--- src/sv/rlp_pkg.sv ---
package rlp_pkg;

   // ELF ARM relocation type numbers
   typedef logic [7:0] op_type;

   localparam op_type OP_NONE     = 8'd0;
   localparam op_type OP_ABS32    = 8'd2;
   localparam op_type OP_REL32    = 8'd3;
   localparam op_type OP_THM_CALL = 8'd10;
   localparam op_type OP_CALL     = 8'd28;
   localparam op_type OP_JUMP24   = 8'd29;
   localparam op_type OP_TARGET1  = 8'd38;
   localparam op_type OP_V4BX     = 8'd40;
   localparam op_type OP_TARGET2  = 8'd41;
   localparam op_type OP_PREL31   = 8'd42;
   localparam op_type OP_MOVW_ABS = 8'd43;
   localparam op_type OP_MOVT_ABS = 8'd44;
   localparam op_type OP_THM_MOVW = 8'd47;
   localparam op_type OP_THM_MOVT = 8'd48;

   // Result status codes
   typedef enum logic [1:0] {
      ST_OK        = 2'd0,
      ST_UNKNOWN   = 2'd1,
      ST_BAD_THUMB = 2'd2
   } status_type;

   // Thumb MOVW/MOVT encoding check
   localparam logic [31:0] THM_MOV_MASK = 32'h8000_FBF0;
   localparam logic [31:0] THM_MOVW_ENC = 32'h0000_F240;
   localparam logic [31:0] THM_MOVT_ENC = 32'h0000_F2C0;

   // ARM condition field value for the unconditional (BLX immediate) space
   localparam logic [3:0] COND_UNCOND = 4'hF;

   // Item after the address sums
   typedef struct packed {
      op_type      op;
      logic [31:0] word;
      logic [31:0] sabs;
      logic [31:0] place;
   } sum_item_type;

   // Item after the PC-relative difference
   typedef struct packed {
      op_type      op;
      logic [31:0] word;
      logic [31:0] sabs;
      logic [31:0] rel;
   } rel_item_type;

endpackage

--- src/sv/rlp_req_if.sv ---
interface rlp_req_if;
   import rlp_pkg::*;

   logic        valid;
   logic        ready;
   op_type      op;
   logic [31:0] orig_word;
   logic [31:0] place_offset;
   logic [31:0] symbol_seg_base;
   logic [31:0] symbol_offset;
   logic [31:0] place_seg_base;

   modport source (
      output valid, op, orig_word, place_offset, symbol_seg_base, symbol_offset,
             place_seg_base,
      input  ready
   );

   modport sink (
      input  valid, op, orig_word, place_offset, symbol_seg_base, symbol_offset,
             place_seg_base,
      output ready
   );

endinterface

--- src/sv/rlp_rsp_if.sv ---
interface rlp_rsp_if;
   import rlp_pkg::*;

   logic        valid;
   logic        ready;
   logic [31:0] patched_word;
   logic [1:0]  status;

   modport source (
      output valid, patched_word, status,
      input  ready
   );

   modport sink (
      input  valid, patched_word, status,
      output ready
   );

endinterface

--- src/sv/rlp_sum.sv ---
module rlp_sum (
   input  logic                 clock,
   input  logic                 reset,
   rlp_req_if.sink              req,
   output logic                 out_valid,
   input  logic                 out_ready,
   output rlp_pkg::sum_item_type out_item
);
   import rlp_pkg::*;

   logic         valid_ff;
   logic         valid_in;
   sum_item_type item_ff;
   sum_item_type item_in;
   logic         load;

   // Take a new transfer when the stage is empty or drains this cycle
   assign req.ready = !valid_ff || out_ready;
   assign load      = req.valid && req.ready;
   assign valid_in  = req.ready ? req.valid : valid_ff;

   // Form the symbol address and the place address
   always_comb begin
      item_in.op    = req.op;
      item_in.word  = req.orig_word;
      item_in.sabs  = req.symbol_seg_base + req.symbol_offset;
      item_in.place = req.place_seg_base + req.place_offset;
   end

   always_ff @(posedge clock) begin
      if (reset) begin
         valid_ff <= 1'b0;
      end else begin
         valid_ff <= valid_in;
      end
   end

   // Hold the payload while stalled
   always_ff @(posedge clock) begin
      if (load) begin
         item_ff <= item_in;
      end
   end

   assign out_valid = valid_ff;
   assign out_item  = item_ff;

endmodule

--- src/sv/rlp_rel.sv ---
module rlp_rel (
   input  logic                 clock,
   input  logic                 reset,
   input  logic                 in_valid,
   output logic                 in_ready,
   input  rlp_pkg::sum_item_type in_item,
   output logic                 out_valid,
   input  logic                 out_ready,
   output rlp_pkg::rel_item_type out_item
);
   import rlp_pkg::*;

   logic         valid_ff;
   logic         valid_in;
   rel_item_type item_ff;
   rel_item_type item_in;
   logic         load;

   assign in_ready = !valid_ff || out_ready;
   assign load     = in_valid && in_ready;
   assign valid_in = in_ready ? in_valid : valid_ff;

   // Subtract the place from the target (wraps modulo 2^32)
   always_comb begin
      item_in.op   = in_item.op;
      item_in.word = in_item.word;
      item_in.sabs = in_item.sabs;
      item_in.rel  = in_item.sabs - in_item.place;
   end

   always_ff @(posedge clock) begin
      if (reset) begin
         valid_ff <= 1'b0;
      end else begin
         valid_ff <= valid_in;
      end
   end

   always_ff @(posedge clock) begin
      if (load) begin
         item_ff <= item_in;
      end
   end

   assign out_valid = valid_ff;
   assign out_item  = item_ff;

endmodule

--- src/sv/rlp_patch.sv ---
module rlp_patch (
   input  logic                 clock,
   input  logic                 reset,
   input  logic                 in_valid,
   output logic                 in_ready,
   input  rlp_pkg::rel_item_type in_item,
   rlp_rsp_if.source            rsp
);
   import rlp_pkg::*;

   logic        valid_ff;
   logic        valid_in;
   logic [31:0] word_ff;
   logic [31:0] word_in;
   status_type  status_ff;
   status_type  status_in;
   logic        load;

   logic [31:0] w;
   logic [31:0] s;
   logic [31:0] d;
   logic        j1;
   logic        j2;
   logic [10:0] lo;
   logic        h_bit;

   assign in_ready = !valid_ff || rsp.ready;
   assign load     = in_valid && in_ready;
   assign valid_in = in_ready ? in_valid : valid_ff;

   assign w = in_item.word;
   assign s = in_item.sabs;
   assign d = in_item.rel;

   // Thumb BL/BLX fields
   assign j1 = ~(d[24] ^ d[23]);
   assign j2 = ~(d[24] ^ d[22]);
   assign lo = {d[11:2], d[1] & w[28]};

   // BLX immediate: H bit takes bit 1 of the offset
   assign h_bit = (w[31:28] == COND_UNCOND) ? d[1] : w[24];

   // Repack the word by relocation type
   always_comb begin
      word_in   = w;
      status_in = ST_OK;
      unique case (in_item.op)
         OP_NONE, OP_V4BX: begin
            word_in = w;
         end
         OP_ABS32, OP_TARGET1: begin
            word_in = s;
         end
         OP_REL32, OP_TARGET2: begin
            word_in = d;
         end
         OP_THM_CALL: begin
            word_in = {w[31:30], j1, w[28], j2, lo, w[15:11], d[24], d[21:12]};
         end
         OP_CALL, OP_JUMP24: begin
            word_in = {w[31:25], h_bit, d[25:2]};
         end
         OP_PREL31: begin
            word_in = {w[31], d[30:0]};
         end
         OP_MOVW_ABS: begin
            word_in = {w[31:20], s[15:12], w[15:12], s[11:0]};
         end
         OP_MOVT_ABS: begin
            word_in = {w[31:20], s[31:28], w[15:12], s[27:16]};
         end
         OP_THM_MOVW: begin
            if ((w & THM_MOV_MASK) != THM_MOVW_ENC) begin
               status_in = ST_BAD_THUMB;
            end else begin
               word_in = {w[31], s[10:8], w[27:24], s[7:0], w[15:11], s[11], w[9:4],
                          s[15:12]};
            end
         end
         OP_THM_MOVT: begin
            if ((w & THM_MOV_MASK) != THM_MOVT_ENC) begin
               status_in = ST_BAD_THUMB;
            end else begin
               word_in = {w[31], s[26:24], w[27:24], s[23:16], w[15:11], s[27], w[9:4],
                          s[31:28]};
            end
         end
         default: begin
            status_in = ST_UNKNOWN;
         end
      endcase
   end

   always_ff @(posedge clock) begin
      if (reset) begin
         valid_ff <= 1'b0;
      end else begin
         valid_ff <= valid_in;
      end
   end

   // Output register: hold the result until the transfer
   always_ff @(posedge clock) begin
      if (load) begin
         word_ff   <= word_in;
         status_ff <= status_in;
      end
   end

   assign rsp.valid        = valid_ff;
   assign rsp.patched_word = word_ff;
   assign rsp.status       = status_ff;

endmodule

--- src/sv/arm_relocation_patch_unit.sv ---
// A request is registered in turn after the address sums, after the PC-relative subtract
// and after the field repack in the output register, which then offers the result.
// One relocation per cycle while responses are taken, as each stage forwards while
// the next drains. A stall on the response side holds every stage in place.
// Synchronous active-high reset clears the stage valid bits; data is not reset.
module arm_relocation_patch_unit (
   input  logic      clock,
   input  logic      reset,
   rlp_req_if.sink   req_chan,
   rlp_rsp_if.source rsp_chan
);
   import rlp_pkg::*;

   logic         sum_valid;
   logic         sum_ready;
   sum_item_type sum_item;
   logic         rel_valid;
   logic         rel_ready;
   rel_item_type rel_item;

   rlp_sum u_sum (
      .clock     (clock),
      .reset     (reset),
      .req       (req_chan),
      .out_valid (sum_valid),
      .out_ready (sum_ready),
      .out_item  (sum_item)
   );

   rlp_rel u_rel (
      .clock     (clock),
      .reset     (reset),
      .in_valid  (sum_valid),
      .in_ready  (sum_ready),
      .in_item   (sum_item),
      .out_valid (rel_valid),
      .out_ready (rel_ready),
      .out_item  (rel_item)
   );

   rlp_patch u_patch (
      .clock    (clock),
      .reset    (reset),
      .in_valid (rel_valid),
      .in_ready (rel_ready),
      .in_item  (rel_item),
      .rsp      (rsp_chan)
   );

   // An accepted request occupies the first stage next cycle
   a_req_enters: assert property (@(posedge clock) disable iff (reset)
      req_chan.valid && req_chan.ready |=> sum_valid)
      else $error("accepted request did not reach the sum stage");

   // A stalled first stage keeps its item
   a_sum_holds: assert property (@(posedge clock) disable iff (reset)
      sum_valid && !sum_ready |=> sum_valid && $stable(sum_item))
      else $error("sum stage lost or changed a stalled item");

   // A stalled second stage keeps its item
   a_rel_holds: assert property (@(posedge clock) disable iff (reset)
      rel_valid && !rel_ready |=> rel_valid && $stable(rel_item))
      else $error("rel stage lost or changed a stalled item");

   // Reset empties every stage
   a_reset_clears: assert property (@(posedge clock)
      reset |=> !sum_valid && !rel_valid && !rsp_chan.valid)
      else $error("pipeline not empty after reset");

endmodule
--- src/flat_wrapper.sv ---
// flat-port wrapper written by rule: the top's interface ports become plain ports
module arm_relocation_patch_unit_flat import rlp_pkg::*;
  (clock, reset, req_chan_valid, req_chan_op, req_chan_orig_word, req_chan_place_offset, req_chan_symbol_seg_base, req_chan_symbol_offset, req_chan_place_seg_base, req_chan_ready, rsp_chan_valid, rsp_chan_patched_word, rsp_chan_status, rsp_chan_ready);
  rlp_req_if req_chan_i ();
  rlp_rsp_if rsp_chan_i ();
  input  logic clock;
  input  logic reset;
  input wire logic [$bits(req_chan_i.valid)-1:0] req_chan_valid;
  input wire logic [$bits(req_chan_i.op)-1:0] req_chan_op;
  input wire logic [$bits(req_chan_i.orig_word)-1:0] req_chan_orig_word;
  input wire logic [$bits(req_chan_i.place_offset)-1:0] req_chan_place_offset;
  input wire logic [$bits(req_chan_i.symbol_seg_base)-1:0] req_chan_symbol_seg_base;
  input wire logic [$bits(req_chan_i.symbol_offset)-1:0] req_chan_symbol_offset;
  input wire logic [$bits(req_chan_i.place_seg_base)-1:0] req_chan_place_seg_base;
  output wire logic [$bits(req_chan_i.ready)-1:0] req_chan_ready;
  output wire logic [$bits(rsp_chan_i.valid)-1:0] rsp_chan_valid;
  output wire logic [$bits(rsp_chan_i.patched_word)-1:0] rsp_chan_patched_word;
  output wire logic [$bits(rsp_chan_i.status)-1:0] rsp_chan_status;
  input wire logic [$bits(rsp_chan_i.ready)-1:0] rsp_chan_ready;
  assign req_chan_i.valid = req_chan_valid;
  assign req_chan_i.op = req_chan_op;
  assign req_chan_i.orig_word = req_chan_orig_word;
  assign req_chan_i.place_offset = req_chan_place_offset;
  assign req_chan_i.symbol_seg_base = req_chan_symbol_seg_base;
  assign req_chan_i.symbol_offset = req_chan_symbol_offset;
  assign req_chan_i.place_seg_base = req_chan_place_seg_base;
  assign req_chan_ready = req_chan_i.ready;
  assign rsp_chan_valid = rsp_chan_i.valid;
  assign rsp_chan_patched_word = rsp_chan_i.patched_word;
  assign rsp_chan_status = rsp_chan_i.status;
  assign rsp_chan_i.ready = rsp_chan_ready;
  arm_relocation_patch_unit u_core (.clock(clock), .reset(reset), .req_chan(req_chan_i), .rsp_chan(rsp_chan_i));
endmodule
--- config.mk ---
export PLATFORM = sky130hd
export DESIGN_NAME = arm_relocation_patch_unit_flat
export DESIGN_NICKNAME = d
export VERILOG_FILES = /design/src/sv/rlp_pkg.sv /design/src/sv/rlp_req_if.sv /design/src/sv/rlp_rsp_if.sv /design/src/sv/rlp_sum.sv /design/src/sv/rlp_rel.sv /design/src/sv/rlp_patch.sv /design/src/sv/arm_relocation_patch_unit.sv /design/src/flat_wrapper.sv
export SDC_FILE = /design/constraint.sdc
export NUM_CORES = 1
export LEC_CHECK = 0
export ABC_AREA = 1
export BUFFER_PORTS_ARGS = -buffer_cell sky130_fd_sc_hd__buf_2
export CORE_AREA = 2 2 199 201
export DETAILED_ROUTE_END_ITERATION = 7
export DIE_AREA = 0 0 201 203
export GPL_TIMING_DRIVEN = 0
export PLACE_DENSITY = 0.7
export SLEW_MARGIN = 20
export SYNTH_ARGS = -nofsm -noshare
export SYNTH_HDL_FRONTEND = slang
export SYNTH_HIERARCHICAL = 1
export SYNTH_SLANG_ARGS = --single-unit
--- constraint.sdc ---
create_clock -name clock -period 8.3 [get_ports clock]
set_input_delay 0.83 -clock clock [delete_from_list [all_inputs] [get_ports clock]]
set_output_delay 0.83 -clock clock [all_outputs]
set_load 0.05 [all_outputs]
Yosys cells after proc, flatten, opt, wreduce, memory -nomap -nowiden. Index checks and enable logic that the tools add are counted.

Flip-flop bits (word level): 245. Output and inout port bits: 36. Input port bits: 172. Logic and storage cells: 58.

Bitwise logic cells: 5. Add/subtract/negate cells: 3. Equal/unequal tests: 16. Reductions and logical operators: 14. Muxes and demuxes: 7.

Operators with widths (count): 32-bit one-hot mux with 9 select lines (1); 32-bit adder (2); 8-bit by 6-bit equality test with 1-bit output (second input constant) (8); 31-bit 2-to-1 mux (2); 32-bit subtractor (1); 12-bit by 11-bit != test with 1-bit output (second input constant) (2); 8-bit by 2-bit equality test with 1-bit output (second input constant) (2); 8-bit by 5-bit equality test with 1-bit output (second input constant) (2); 12-bit OR reduction (1); 8-bit by 4-bit equality test with 1-bit output (second input constant) (1); 8-bit zero test (1); 2-bit one-hot mux with 3 select lines (1); 2-bit OR reduction (3); 4-bit equality test (second input constant) (1); 2-bit 2-to-1 mux (2); 1-bit logical AND (3); 1-bit zero test (3); 1-bit logical OR (3); 1-bit NOT (2); 1-bit XOR (2); 1-bit AND (1); 1-bit 2-to-1 mux (1).

Logic depth before layout (Yosys ltp). Gate-level depths: netlist of run 1.

Depth after elaboration: 5. Mapped depth: 13. Gate-level depth less buffers: 13.

Modules after synthesis. The synthesis of run 1 kept the hierarchy.

Modules (own cells, without submodules): rlp_sum (cells an instance 1092, times used 1, area each 7892.6 sq um, seq. area each 3143.0 sq um); rlp_rel (cells an instance 644, times used 1, area each 5666.7 sq um, seq. area each 3143.0 sq um); rlp_patch (cells an instance 569, times used 1, area each 3552.2 sq um, seq. area each 1041.0 sq um).

Worst setup path after synthesis of run 1. OpenSTA, ideal clock, no wires.

Kind: input-to-reg. From: input rsp_chan_ready. To: register u_core.u_sum.item_ff (netlist bit u_core/u_sum/out_item[0]) (enable). Library setup time: 0.601 ns. Buffers on the path: 0. Cell stages on the path: 6. Data arrival time: 6.094 ns. Path slack: 1.605 ns. Required time: 7.699 ns. Cells stage by stage: inv_1 -> nand2_1 -> inv_1 -> nand2_1 -> inv_1 -> a21oi_1.

Cells in the longest elaborated chain, start to end: 4.

Ends and longest elaborated chain: from (decl) (line flat_wrapper.sv:19) `input wire logic [$bits(rsp_chan_i.ready)-1:0] rsp_chan_ready;`; 1-bit logical OR (line rlp_patch.sv:27) `assign in_ready = !valid_ff || rsp.ready;`; net u_core.rel_ready (line arm_relocation_patch_unit.sv:18) `logic rel_ready;`; 1-bit logical OR (line rlp_rel.sv:19) `assign in_ready = !valid_ff || out_ready;`; net u_core.sum_ready (line arm_relocation_patch_unit.sv:15) `logic sum_ready;`; 1-bit logical OR (line rlp_sum.sv:18) `assign req.ready = !valid_ff || out_ready;`; 1-bit logical AND (line rlp_sum.sv:19) `assign load = req.valid && req.ready;`; net u_core.u_sum.load (line rlp_sum.sv:15) `logic load;`; to (signal assigned) (line rlp_sum.sv:41) `item_ff <= item_in;`; to (decl) (line rlp_sum.sv:13) `sum_item_type item_ff;`.

The timed path passes the listed nets, and every way through them passes these cells. A chain may end at the register's enable or synchronous reset.

Final worst setup path of run 1.
From: input rsp_chan_ready. To: output req_chan_ready.

Cells in the longest elaborated chain, start to end: 3.

Ends and longest elaborated chain: 1-bit logical OR (line rlp_patch.sv:27); net u_core.rel_ready (line arm_relocation_patch_unit.sv:18); 1-bit logical OR (line rlp_rel.sv:19); net u_core.sum_ready (line arm_relocation_patch_unit.sv:15); 1-bit logical OR (line rlp_sum.sv:18); to (decl) (line flat_wrapper.sv:15) `output wire logic [$bits(req_chan_i.ready)-1:0] req_chan_ready;`.

The timed path passes the listed nets, and every way through them passes these cells.

==> results.sh, run 1 <==
export IMPL_grt_util_all_layers=0.249
export IMPL_synth_edf_count=242
export IMPL_synth_cell_types=42
export IMPL_ant_nets=0
export IMPL_hp_class="reg2reg"
export IMPL_wl_mm=50.3
export IMPL_wl_met2_mm=23.7
export IMPL_clockBufferDepth=3
export IMPL_route_met3_wl_mm=2.42
export IMPL_top_layer="met4"
export IMPL_setup_viol=0
export IMPL_cp_max_fo=2
export IMPL_fin_skew_ns=0.0158
export IMPL_ys_seq_area_frac=0.428
export IMPL_rsz0062_at_grt="false"
export IMPL_syn_num_nets=2573
export IMPL_max_freq_ghz=0.386
export IMPL_maxSlewViolCount=0
export IMPL_leakagePower_nw=10.5
export IMPL_numPortBuffers=207
export IMPL_die_x_um=201
export IMPL_synth_seq_cells=245
export IMPL_cts_tree="done"
export IMPL_initial_core_util=0.445
export IMPL_worst_slew_pin_slew_ns=0.709
export IMPL_dieArea_sq_um=40800
export IMPL_detail_route_wl_per_cell_um=16.3
export IMPL_crit_path_end_kind="output port"
export IMPL_path_cells="buf_2, inv_1, nand2_1, inv_1, nand2_1, inv_1, nand2_1, buf_2"
export IMPL_syn_instance_count=2305
export IMPL_post_cts_buffers=0
export IMPL_synth_common_cells="nand2_1, inv_1, edfxtp_1"
export IMPL_num_io_pins=208
export IMPL_power_density_nw_per_um2=185
export IMPL_finalHoldViolCount=0
export IMPL_htree_levels=1
export IMPL_clk_transition_reported_paths_ns=0.06
export IMPL_place_gp_congestion=0.950
export IMPL_synth_largest_area_cell="edfxtp_1"
export IMPL_cts_num_sinks=245
export IMPL_grt_pass1_wl_mm=78.9
export IMPL_critPathMaxStageDelay_ns=0.22
export IMPL_cts_resized=0
export IMPL_dpl_hpwl_mm=41.9
export IMPL_required_ns=7.47
export IMPL_synthTopCellsByArea="edfxtp_1, nand2_1, inv_1"
export IMPL_path_buf_inv=5
export IMPL_overflow=0
export IMPL_m1WireLength_mm=22.2
export IMPL_grt_max_degree=27
export IMPL_fin_crit_ns=2.59
export IMPL_path_delay_family="buffers and inverters"
export IMPL_ys_async_sr_fraction=0
export IMPL_relSlewSlack=0.527
export IMPL_core_sq_um=38500
export IMPL_yosysTopAreaCellShare=0.425
export IMPL_startpoint_type="input pin"
export IMPL_path_class="in2out"
export IMPL_rows=72
export IMPL_ctsHoldBuffers=0
export IMPL_synth_warnings=6
export IMPL_filler_cell_count=3811
export IMPL_cp_arrival_ns=1.76
export IMPL_max_vdd_ir_drop_mv=0.164
export IMPL_drt_pre_antenna_iters=7
export IMPL_cts_root_buf="clkbuf_16"
export IMPL_hold_worst_slack_ns=0.416
export IMPL_final_nets=2819
export IMPL_fin_crit_sh=0.312
export IMPL_synth_area_per_cell_sq_um=7.42
export IMPL_drc=0
export IMPL_cts_buffers=27
export IMPL_design_area_sq_um=20000
export IMPL_crit_slowest_cell="buf_2"
export IMPL_drt_iter0_markers=961
export IMPL_placed_area_sq_um=19100
export IMPL_die_y_um=203
export IMPL_grt_pass1_vias=14500
export IMPL_syn_area_sq_um=17100
export IMPL_cap_viol_max_count=0
export IMPL_total_power_mw=3.70
export IMPL_vias=15000
export IMPL_yosys_cell_count_top_type="nand2_1"
export IMPL_syn_to_final_growth_pct=16.7
export IMPL_outcome="completed"
export IMPL_clkLatencyLatePin_ns=0.56
export IMPL_synth_main_ff_cell="edfxtp_1"
export IMPL_antenna_found_initial=0
export IMPL_post_route_cells_drive_above_1_share=0.145
export IMPL_vias_per_cell=4.85
## worst paths after layout
| path | from | to | slack [ns] | cells after the start |
|---|---|---|---|---|
| max | rsp_chan_ready | req_chan_ready | 5.71 | 8 |
| min | u_core/u_sum/out_item[66] | u_core/u_rel/out_item[66] | 0.42 | 0 |
| max reg2reg | u_core/u_sum/out_item[32] | u_core/u_rel/out_item[28] | 5.90 | 11 |
| min reg2reg | u_core/u_sum/out_item[66] | u_core/u_rel/out_item[66] | 0.42 | 0 |
## final cells by class
class	count	area [sq um]	share of cell area
Clock buffer	32	694	0.0348
Tap cell	518	648	0.0325
Timing Repair Buffer	217	1310	0.0657
Sequential cell	245	7330	0.367
Buffer	12	90.1	0.00451
Clock inverter	18	165	0.00827
Multi-Input combinational cell	1602	8050	0.403
Antenna cell	1	2.50	0.000125
Inverter	446	1670	0.0838
## through the flow
stage / setup TNS, ns / utilization / setup WS (ns) / instances
final: 0 / 0.519 / 5.71 / 3091
after global routing: 0 / 0.519 / 5.61 / 3090
after CTS: 0 / 0.519 / 5.71 / 3090
after detailed placement: 0 / 0.497 / 5.54 / 3040
after global placement: -129.54 / 0.489 / -0.773 / 3030
after floorplan: 0 / - / 1.60 / 2305
## worst register-to-register path: stages, from the launching register on
cell and delay (ns):
edfxtp_1 0.45, inv_1 0.12, ha_1 0.23, fa_1 0.42
inv_1 0.12, nand3_1 0.08, nand3_1 0.16, nand3_1 0.10
nand3_1 0.21, nand2_1 0.11, nand3_1 0.09, nand2_1 0.07
## metal layers
layer  vias to the layer above  track usage
li1                       7737            -
met5                         -            0
met1                      6734        0.322
met4                         0       0.0899
met2                       435        0.435
met3                        88       0.0244
## report_power, final
group	internal [mW]	switching (mW)	total [mW]	leakage, nW
combinational	0.319	0.608	0.928	7.78
clock	0.665	0.498	1.16	0.407
sequential	1.52	0.0967	1.61	2.33
total	2.50	1.20	3.70	10.5
## registers in the layout, indices dropped and copies added (netlist names)
register	count
u_core/u_patch/rsp.patched_word	32
u_core/u_patch/rsp.status	2
u_core/u_patch/rsp.valid	1
u_core/u_rel/out_item	104
u_core/u_rel/out_valid	1
u_core/u_sum/out_item	104
u_core/u_sum/out_valid	1
## cells by family (layout without fill, tap and decap cells)
group | Yosys count | after routing | synth area share
and+or+nand+nor | 1324 | 1324 | 0.330
buffers and inverters | 458 | 725 | 0.103
DFF | 245 | 245 | 0.428
AOI/OAI and AO/OA | 134 | 134 | 0.0427
adders and majority gates | 96 | 96 | 0.0715
xor gates and xnor gates | 48 | 48 | 0.0246
other | 0 | 1 | 0
## layout by cell type (no fill, tap or decap), types with 5 or more instances in the layout
cell type  count
nand3_1      117
nand2_2       43
buf_16        10
edfxtp_1     242
ha_1          93
nand3_2       14
buf_2        213
o21bai_1       6
clkbuf_1       5
inv_2          7
inv_1        439
nor2_2        12
clkbuf_16     27
nor2_1       192
nand4_1       40
nor3_1         9
a22oi_1        5
nand2_1      871
clkinv_1       6
xor2_1        44
nand2_4        7
o21ai_0       28
a21oi_1       80
Note: power is estimated with default switching activity, not from simulation.
==> run 2, diff against run 1 <==
--- a/config.mk
+++ b/config.mk
@@ -5,11 +5,11 @@
 export SDC_FILE = /design/constraint.sdc
 export NUM_CORES = 1
 export LEC_CHECK = 0
-export ABC_AREA = 1
+export ABC_AREA = 0
 export BUFFER_PORTS_ARGS = -buffer_cell sky130_fd_sc_hd__buf_2
-export CORE_AREA = 2 2 199 201
+export CORE_AREA = 2 2 184 186
 export DETAILED_ROUTE_END_ITERATION = 7
-export DIE_AREA = 0 0 201 203
+export DIE_AREA = 0 0 186 188
 export GPL_TIMING_DRIVEN = 0
 export PLACE_DENSITY = 0.7
 export SLEW_MARGIN = 20
==> constraint.sdc (replaced) <==
create_clock -name clock -period 2.5 [get_ports clock]
set_input_delay 0.25 -clock clock [delete_from_list [all_inputs] [get_ports clock]]
set_output_delay 0.25 -clock clock [all_outputs]
set_load 0.05 [all_outputs]
==> results.sh, run 2 <==
export IMPL_vias=12100
export IMPL_cap_viol_max_count=0
export IMPL_ff2ff_path_depth=10
export IMPL_drt_iter0_markers=1021
export IMPL_synth_area_per_cell_sq_um=11.1
export IMPL_synthMuxAreaShare=0.00214
export IMPL_finalCoreUtilization=0.564
export IMPL_fin_skew_ns=0.0228
export IMPL_fin_crit_sh=1.16
export IMPL_relSlewSlack=0.505
export IMPL_clkLatencyLatePin_ns=0.54
export IMPL_startpoint_type="flip-flop"
export IMPL_syn_num_nets=1581
export IMPL_grt_pass1_vias=11700
export IMPL_cts_root_buf="clkbuf_16"
export IMPL_cts_num_sinks=245
export IMPL_grt_max_degree=63
export IMPL_yosys_area_share_simple=0.133
export IMPL_fin_crit_ns=2.89
export IMPL_required_ns=2.77
export IMPL_grt_util_all_layers=0.240
export IMPL_layout_setup_ws_ns=-0.391
export IMPL_antenna_found_initial=0
export IMPL_rrSetupSlack_ns=-0.39
export IMPL_ys_async_sr_fraction=0
export IMPL_synth_warnings=6
export IMPL_synth_adder_area_share=0.0836
export IMPL_synth_xor_xnor_area_share=0.0527
export IMPL_die_x_um=186
export IMPL_overflow=0
export IMPL_seq_power_share=0.417
export IMPL_cts_tree="done"
export IMPL_core_sq_um=33100
export IMPL_outcome="finished with violations"
export IMPL_max_freq_ghz=0.346
export IMPL_maxSlewViolCount=0
export IMPL_final_nets=1907
export IMPL_synth_top_family_by_area="compound AO/OA/AOI/OAI gates"
export IMPL_violations="setup timing"
export IMPL_synth_cell_types=99
export IMPL_cp_arrival_ns=3.16
export IMPL_syn_instance_count=1313
export IMPL_synthTopCellsByArea="edfxtp_1, ha_1, a21oi_1"
export IMPL_clockBufferDepth=3
export IMPL_power_density_nw_per_um2=690
export IMPL_r2r_start="u_core/u_sum/out_item[0]"
export IMPL_htree_levels=1
export IMPL_p_int_mw=9.20
export IMPL_layout_commonest_cell="edfxtp_1"
export IMPL_grt_pass1_wl_mm=65.0
export IMPL_synth_common_cells="edfxtp_1, a21oi_1, nand2_1"
export IMPL_synth_compound_gate_area_share=0.195
export IMPL_drc=0
export IMPL_crit_path_end="u_core/u_rel/out_item[24]"
export IMPL_layout_common_cells="edfxtp_1, buf_2, nand2_1, a21oi_1, ha_1"
export IMPL_worst_slew_pin_slew_ns=0.743
export IMPL_cts_buffers=26
export IMPL_p_comb_frac=0.254
export IMPL_synth_largest_area_cell="edfxtp_1"
export IMPL_cp_max_fo=3
export IMPL_numPortBuffers=207
export IMPL_detail_route_wl_per_cell_um=20.5
export IMPL_dieArea_sq_um=35000
export IMPL_dp_cells=1971
export IMPL_n_antenna_cell=0
export IMPL_ant_nets=0
export IMPL_yosys_cell_count_top_type="edfxtp_1"
export IMPL_p_sw_mw=3.70
export IMPL_clkPwrFrac=0.330
export IMPL_wl_mm=43.1
export IMPL_vias_per_cell=5.76
export IMPL_syn_to_final_growth_pct=27.7
export IMPL_dpl_hpwl_mm=32.3
export IMPL_hp_class="in2reg"
export IMPL_clk_transition_reported_paths_ns=0.06
export IMPL_initial_core_util=0.442
export IMPL_finalHoldViolCount=0
export IMPL_crit_path_end_kind="flip-flop"
export IMPL_max_vdd_ir_drop_mv=0.413
export IMPL_post_route_cells_drive_above_1_share=0.261
export IMPL_reg2reg_to="u_core/u_rel/out_item[24]"
export IMPL_rows=67
export IMPL_setup_viol=19
export IMPL_yosysTopAreaCellShare=0.497
export IMPL_place_gp_congestion=0.984
export IMPL_startpoint="u_core/u_sum/out_item[0]"
export IMPL_synth_main_ff_cell="edfxtp_1"
export IMPL_die_y_um=188
export IMPL_synth_edf_count=242
export IMPL_leakagePower_nw=7.51
export IMPL_switching_share=0.287
export IMPL_num_io_pins=208
export IMPL_rsz0062_at_grt="true"
export IMPL_ys_seq_area_frac=0.501
export IMPL_drt_pre_antenna_iters=8
export IMPL_synth_seq_cells=245
export IMPL_path_class="reg2reg"
export IMPL_syn_area_sq_um=14600
export IMPL_fin_cells=2106
export IMPL_hold_worst_slack_ns=0.0710
[run 2: changes by cell type after synthesis, moves of 20 or more]
| cell | delta |
|---|---|
| nand2_2 | -43 |
| inv_1 | -374 |
| nor2_1 | -114 |
| nand2_1 | -775 |
| xnor2_1 | +54 |
| a21o_1 | +47 |
| a222oi_1 | +20 |
| nand3_1 | -75 |
| clkbuf_1 | +30 |
[run 2: layer usage]
metal	GRT usage	part of all wire
met5	0	0
met4	0.0809	0.039
met3	0.0287	0.062
met2	0.400	0.47
met1	0.322	0.43
[run 2: repair_timing]
action	CTS	global route
hold endpoints to repair	45	0
endpoints found under the setup margin	47	42
gates resized for setup	68	62
buffers inserted	25	21
hold buffers	44	0
pin swaps	26	27
[run 2: logic make-up (layout without fill, tap and decap cells)]
family | after synthesis | in the layout
AND/OR/NAND/NOR | 368 | 368
flip-flops | 245 | 245
XOR/XNOR | 88 | 88
adder cells (fa/ha/maj) | 96 | 96
multiplexers | 3 | 3
buffers and inverters | 114 | 459
AO/OA/AOI/OAI | 399 | 399
[run 2: worst min path at each step]
stage,from,to,slack [ns],cells after the start
final,rsp_chan_ready,u_core/u_patch/rsp.valid,0.07,3
after detailed placement,u_core/u_sum/out_item[72],u_core/u_rel/out_item[72],0.40,0
after floorplan,reset,u_core/u_patch/rsp.valid,0.32,1
after CTS,rsp_chan_ready,u_core/u_patch/rsp.valid,0.04,3
after global routing,req_chan_symbol_offset[1],u_core/u_sum/out_item[33],0.07,2
after global placement,u_core/u_sum/out_item[76],u_core/u_rel/out_item[76],0.40,0
[run 2: through the flow]
step	area, sq um	total power, mW	setup WS (ns)	TNS, ns
2_1_floorplan	14600	7.36	-0.0243	-0.0409
3_3_place_gp	16200	8.18	-0.817	-21.11
3_5_place_dp	16300	8.24	-0.780	-20.23
4_1_cts	18300	12.8	-0.295	-1.70
5_1_grt	18700	13.5	-0.430	-4.29
6_report	18700	12.9	-0.391	-2.47
[run 2: critical path: stages, from the launching register on]
cell and delay (ns):
edfxtp_1 0.44, ha_4 0.20, fa_2 0.33, and2b_2 0.26
o2111ai_4 0.14, a211oi_4 0.33, nor4_4 0.08, o2111a_2 0.33
o31ai_1 0.26, a21oi_1 0.12, xnor2_1 0.14
[run 2: cell type report]
| class | instances | area (sq um) |
|---|---|---|
| Buffer | 47 | 284 |
| Clock buffer | 29 | 683 |
| Clock inverter | 18 | 282 |
| Fill cell | 2796 | 14400 |
| Inverter | 65 | 244 |
| Multi-Input combinational cell | 954 | 7360 |
| Sequential cell | 245 | 7330 |
| Tap cell | 448 | 561 |
| Timing Repair Buffer | 300 | 1940 |
[run 2: power by group through the flow]
stage	Combinational [mW]	Clock (mW)	Sequential, mW
after floorplan	2.03	0	5.33
after global placement	2.73	0	5.45
after detailed placement	2.80	0	5.44
after CTS	3.06	4.34	5.36
after global routing	3.58	4.49	5.40
final	3.27	4.25	5.37
==> run 3, diff against run 2 <==
--- a/config.mk
+++ b/config.mk
@@ -11,7 +11,7 @@
 export DETAILED_ROUTE_END_ITERATION = 7
 export DIE_AREA = 0 0 186 188
 export GPL_TIMING_DRIVEN = 0
-export PLACE_DENSITY = 0.7
+export PLACE_DENSITY = 0.67
 export SLEW_MARGIN = 20
 export SYNTH_ARGS = -nofsm -noshare
 export SYNTH_HDL_FRONTEND = slang
==> results.sh, run 3 (synthesis gave the netlist of run 2 again) <==
export IMPL_dp_cells=1971
export IMPL_layout_setup_ws_ns=-0.357
export IMPL_outcome="finished with violations"
export IMPL_crit_path_end_kind="flip-flop"
export IMPL_clk_transition_reported_paths_ns=0.06
export IMPL_final_nets=1889
export IMPL_max_vdd_ir_drop_mv=0.422
export IMPL_grt_pass1_wl_mm=64.8
export IMPL_dpl_hpwl_mm=32.5
export IMPL_fin_skew_ns=0.00940
export IMPL_syn_to_final_growth_pct=25.1
export IMPL_finalHoldViolCount=0
export IMPL_cp_arrival_ns=3.12
export IMPL_grt_max_degree=59
export IMPL_power_density_nw_per_um2=691
export IMPL_max_freq_ghz=0.350
export IMPL_relSlewSlack=0.408
export IMPL_vias=11800
export IMPL_n_antenna_cell=0
export IMPL_maxSlewViolCount=0
export IMPL_rows=67
export IMPL_design_area_sq_um=18300
export IMPL_wl_mm=42.6
export IMPL_core_sq_um=33100
export IMPL_cts_buffers=26
export IMPL_detail_route_wl_per_cell_um=20.4
export IMPL_clockBufferDepth=3
export IMPL_startpoint_type="flip-flop"
export IMPL_violations="setup timing"
export IMPL_hp_class="in2reg"
export IMPL_numPortBuffers=207
export IMPL_htree_levels=1
export IMPL_fin_crit_sh=1.14
export IMPL_dieArea_sq_um=35000
export IMPL_overflow=0
export IMPL_die_x_um=186
export IMPL_startpoint="u_core/u_sum/out_item[0]"
export IMPL_fin_crit_ns=2.86
export IMPL_cts_tree="done"
export IMPL_fin_cells=2089
export IMPL_antenna_found_initial=0
export IMPL_setup_viol=9
export IMPL_die_y_um=188
export IMPL_rsz0062_at_grt="true"
export IMPL_clkLatencyLatePin_ns=0.53
export IMPL_place_gp_congestion=0.937
export IMPL_drc=0
export IMPL_required_ns=2.77
export IMPL_leakagePower_nw=7.35
export IMPL_path_class="reg2reg"
export IMPL_placed_area_sq_um=16300
export IMPL_cts_num_sinks=245
export IMPL_grt_util_all_layers=0.240
export IMPL_worst_slew_pin_slew_ns=0.881
export IMPL_ff2ff_path_depth=10
export IMPL_post_route_cells_drive_above_1_share=0.241
export IMPL_cts_root_buf="clkbuf_16"
export IMPL_drt_iter0_markers=901
export IMPL_cp_max_fo=3
export IMPL_drt_pre_antenna_iters=6
export IMPL_r2r_start="u_core/u_sum/out_item[0]"
export IMPL_layout_common_cells="edfxtp_1, buf_2, a21oi_1"
export IMPL_ant_nets=0
export IMPL_layout_commonest_cell="edfxtp_1"
export IMPL_reg2reg_to="u_core/u_rel/out_item[28]"
export IMPL_rrSetupSlack_ns=-0.36
export IMPL_cap_viol_max_count=0
export IMPL_crit_path_end="u_core/u_rel/out_item[28]"
export IMPL_grt_pass1_vias=11700
export IMPL_vias_per_cell=5.67
export IMPL_initial_core_util=0.442
export IMPL_num_io_pins=208
run 3: cell types whose count changed in the layout (fill, tap and decap cells not counted), sizes merged:
cell and delta:
buf -22, clkbuf +5, bufinv -1, clkinv +1
run 3: worst max-delay path, cell delays in order (launching register included):
cell	delay (ns)
edfxtp_1	0.39
ha_2	0.22
fa_2	0.34
and2b_1	0.23
o2111ai_2	0.16
a211oi_2	0.32
nor4_4	0.08
o2111a_2	0.31
o311ai_1	0.26
nand2_1	0.11
xnor2_1	0.16
run 3: how the worst min path moves through the flow:
| stage | slack, ns | from | endpoint | cells after the start |
|---|---|---|---|---|
| 2_1_floorplan | 0.32 | reset | u_core/u_patch/rsp.valid | 1 |
| 3_3_place_gp | 0.40 | u_core/u_sum/out_item[80] | u_core/u_rel/out_item[80] | 0 |
| 3_5_place_dp | 0.40 | u_core/u_sum/out_item[84] | u_core/u_rel/out_item[84] | 0 |
| 4_1_cts | 0.02 | rsp_chan_ready | u_core/u_patch/rsp.valid | 3 |
| 5_1_grt | 0.06 | rsp_chan_ready | u_core/u_patch/rsp.valid | 3 |
| 6_report | 0.05 | rsp_chan_ready | u_core/u_patch/rsp.valid | 3 |
run 3: per-layer routing:
layer	vias to the layer above	track usage	part of all wire
met4	0	0.0939	0.040
met2	485	0.398	0.46
met3	83	0.0252	0.056
met5	-	0	0
li1	5698	-	-
met1	5571	0.321	0.44
run 3: final cells by class:
| type | instances | area [sq um] |
|---|---|---|
| inverter | 65 | 244 |
| fill | 2834 | 14800 |
| tap | 448 | 561 |
| clock inverter | 18 | 244 |
| timing repair buffer | 282 | 1780 |
| buffer | 47 | 269 |
| clock buffer | 30 | 687 |
| sequential | 245 | 7330 |
| multi-input combinational | 954 | 7190 |
run 3: stage by stage:
stage	worst slack, ns	power, mW	hold WS (ns)	utilization	TNS, ns
after floorplan	-0.0243	7.36	0.319	-	-0.0409
after global placement	-0.710	8.20	0.404	0.491	-24.33
after detailed placement	-0.679	8.25	0.405	0.493	-22.30
after CTS	-0.341	12.6	0.0248	0.545	-1.92
after global routing	-0.464	13.2	0.0568	0.553	-3.10
final	-0.357	12.6	0.0475	0.553	-1.64
run 3: what timing repair did:
action,CTS,global route
hold endpoints to repair,45,0
hold buffers,44,0
endpoints found under the setup margin,46,42
pin swaps,13,13
resized for setup,48,49
buffers inserted,18,10
run 3: power by group:
| group | internal (mW) | total, mW | switching [mW] |
|---|---|---|---|
| registers | 5.08 | 5.38 | 0.301 |
| clock network | 2.58 | 4.12 | 1.54 |
| logic | 1.37 | 3.15 | 1.78 |
| total | 9.03 | 12.6 | 3.62 |
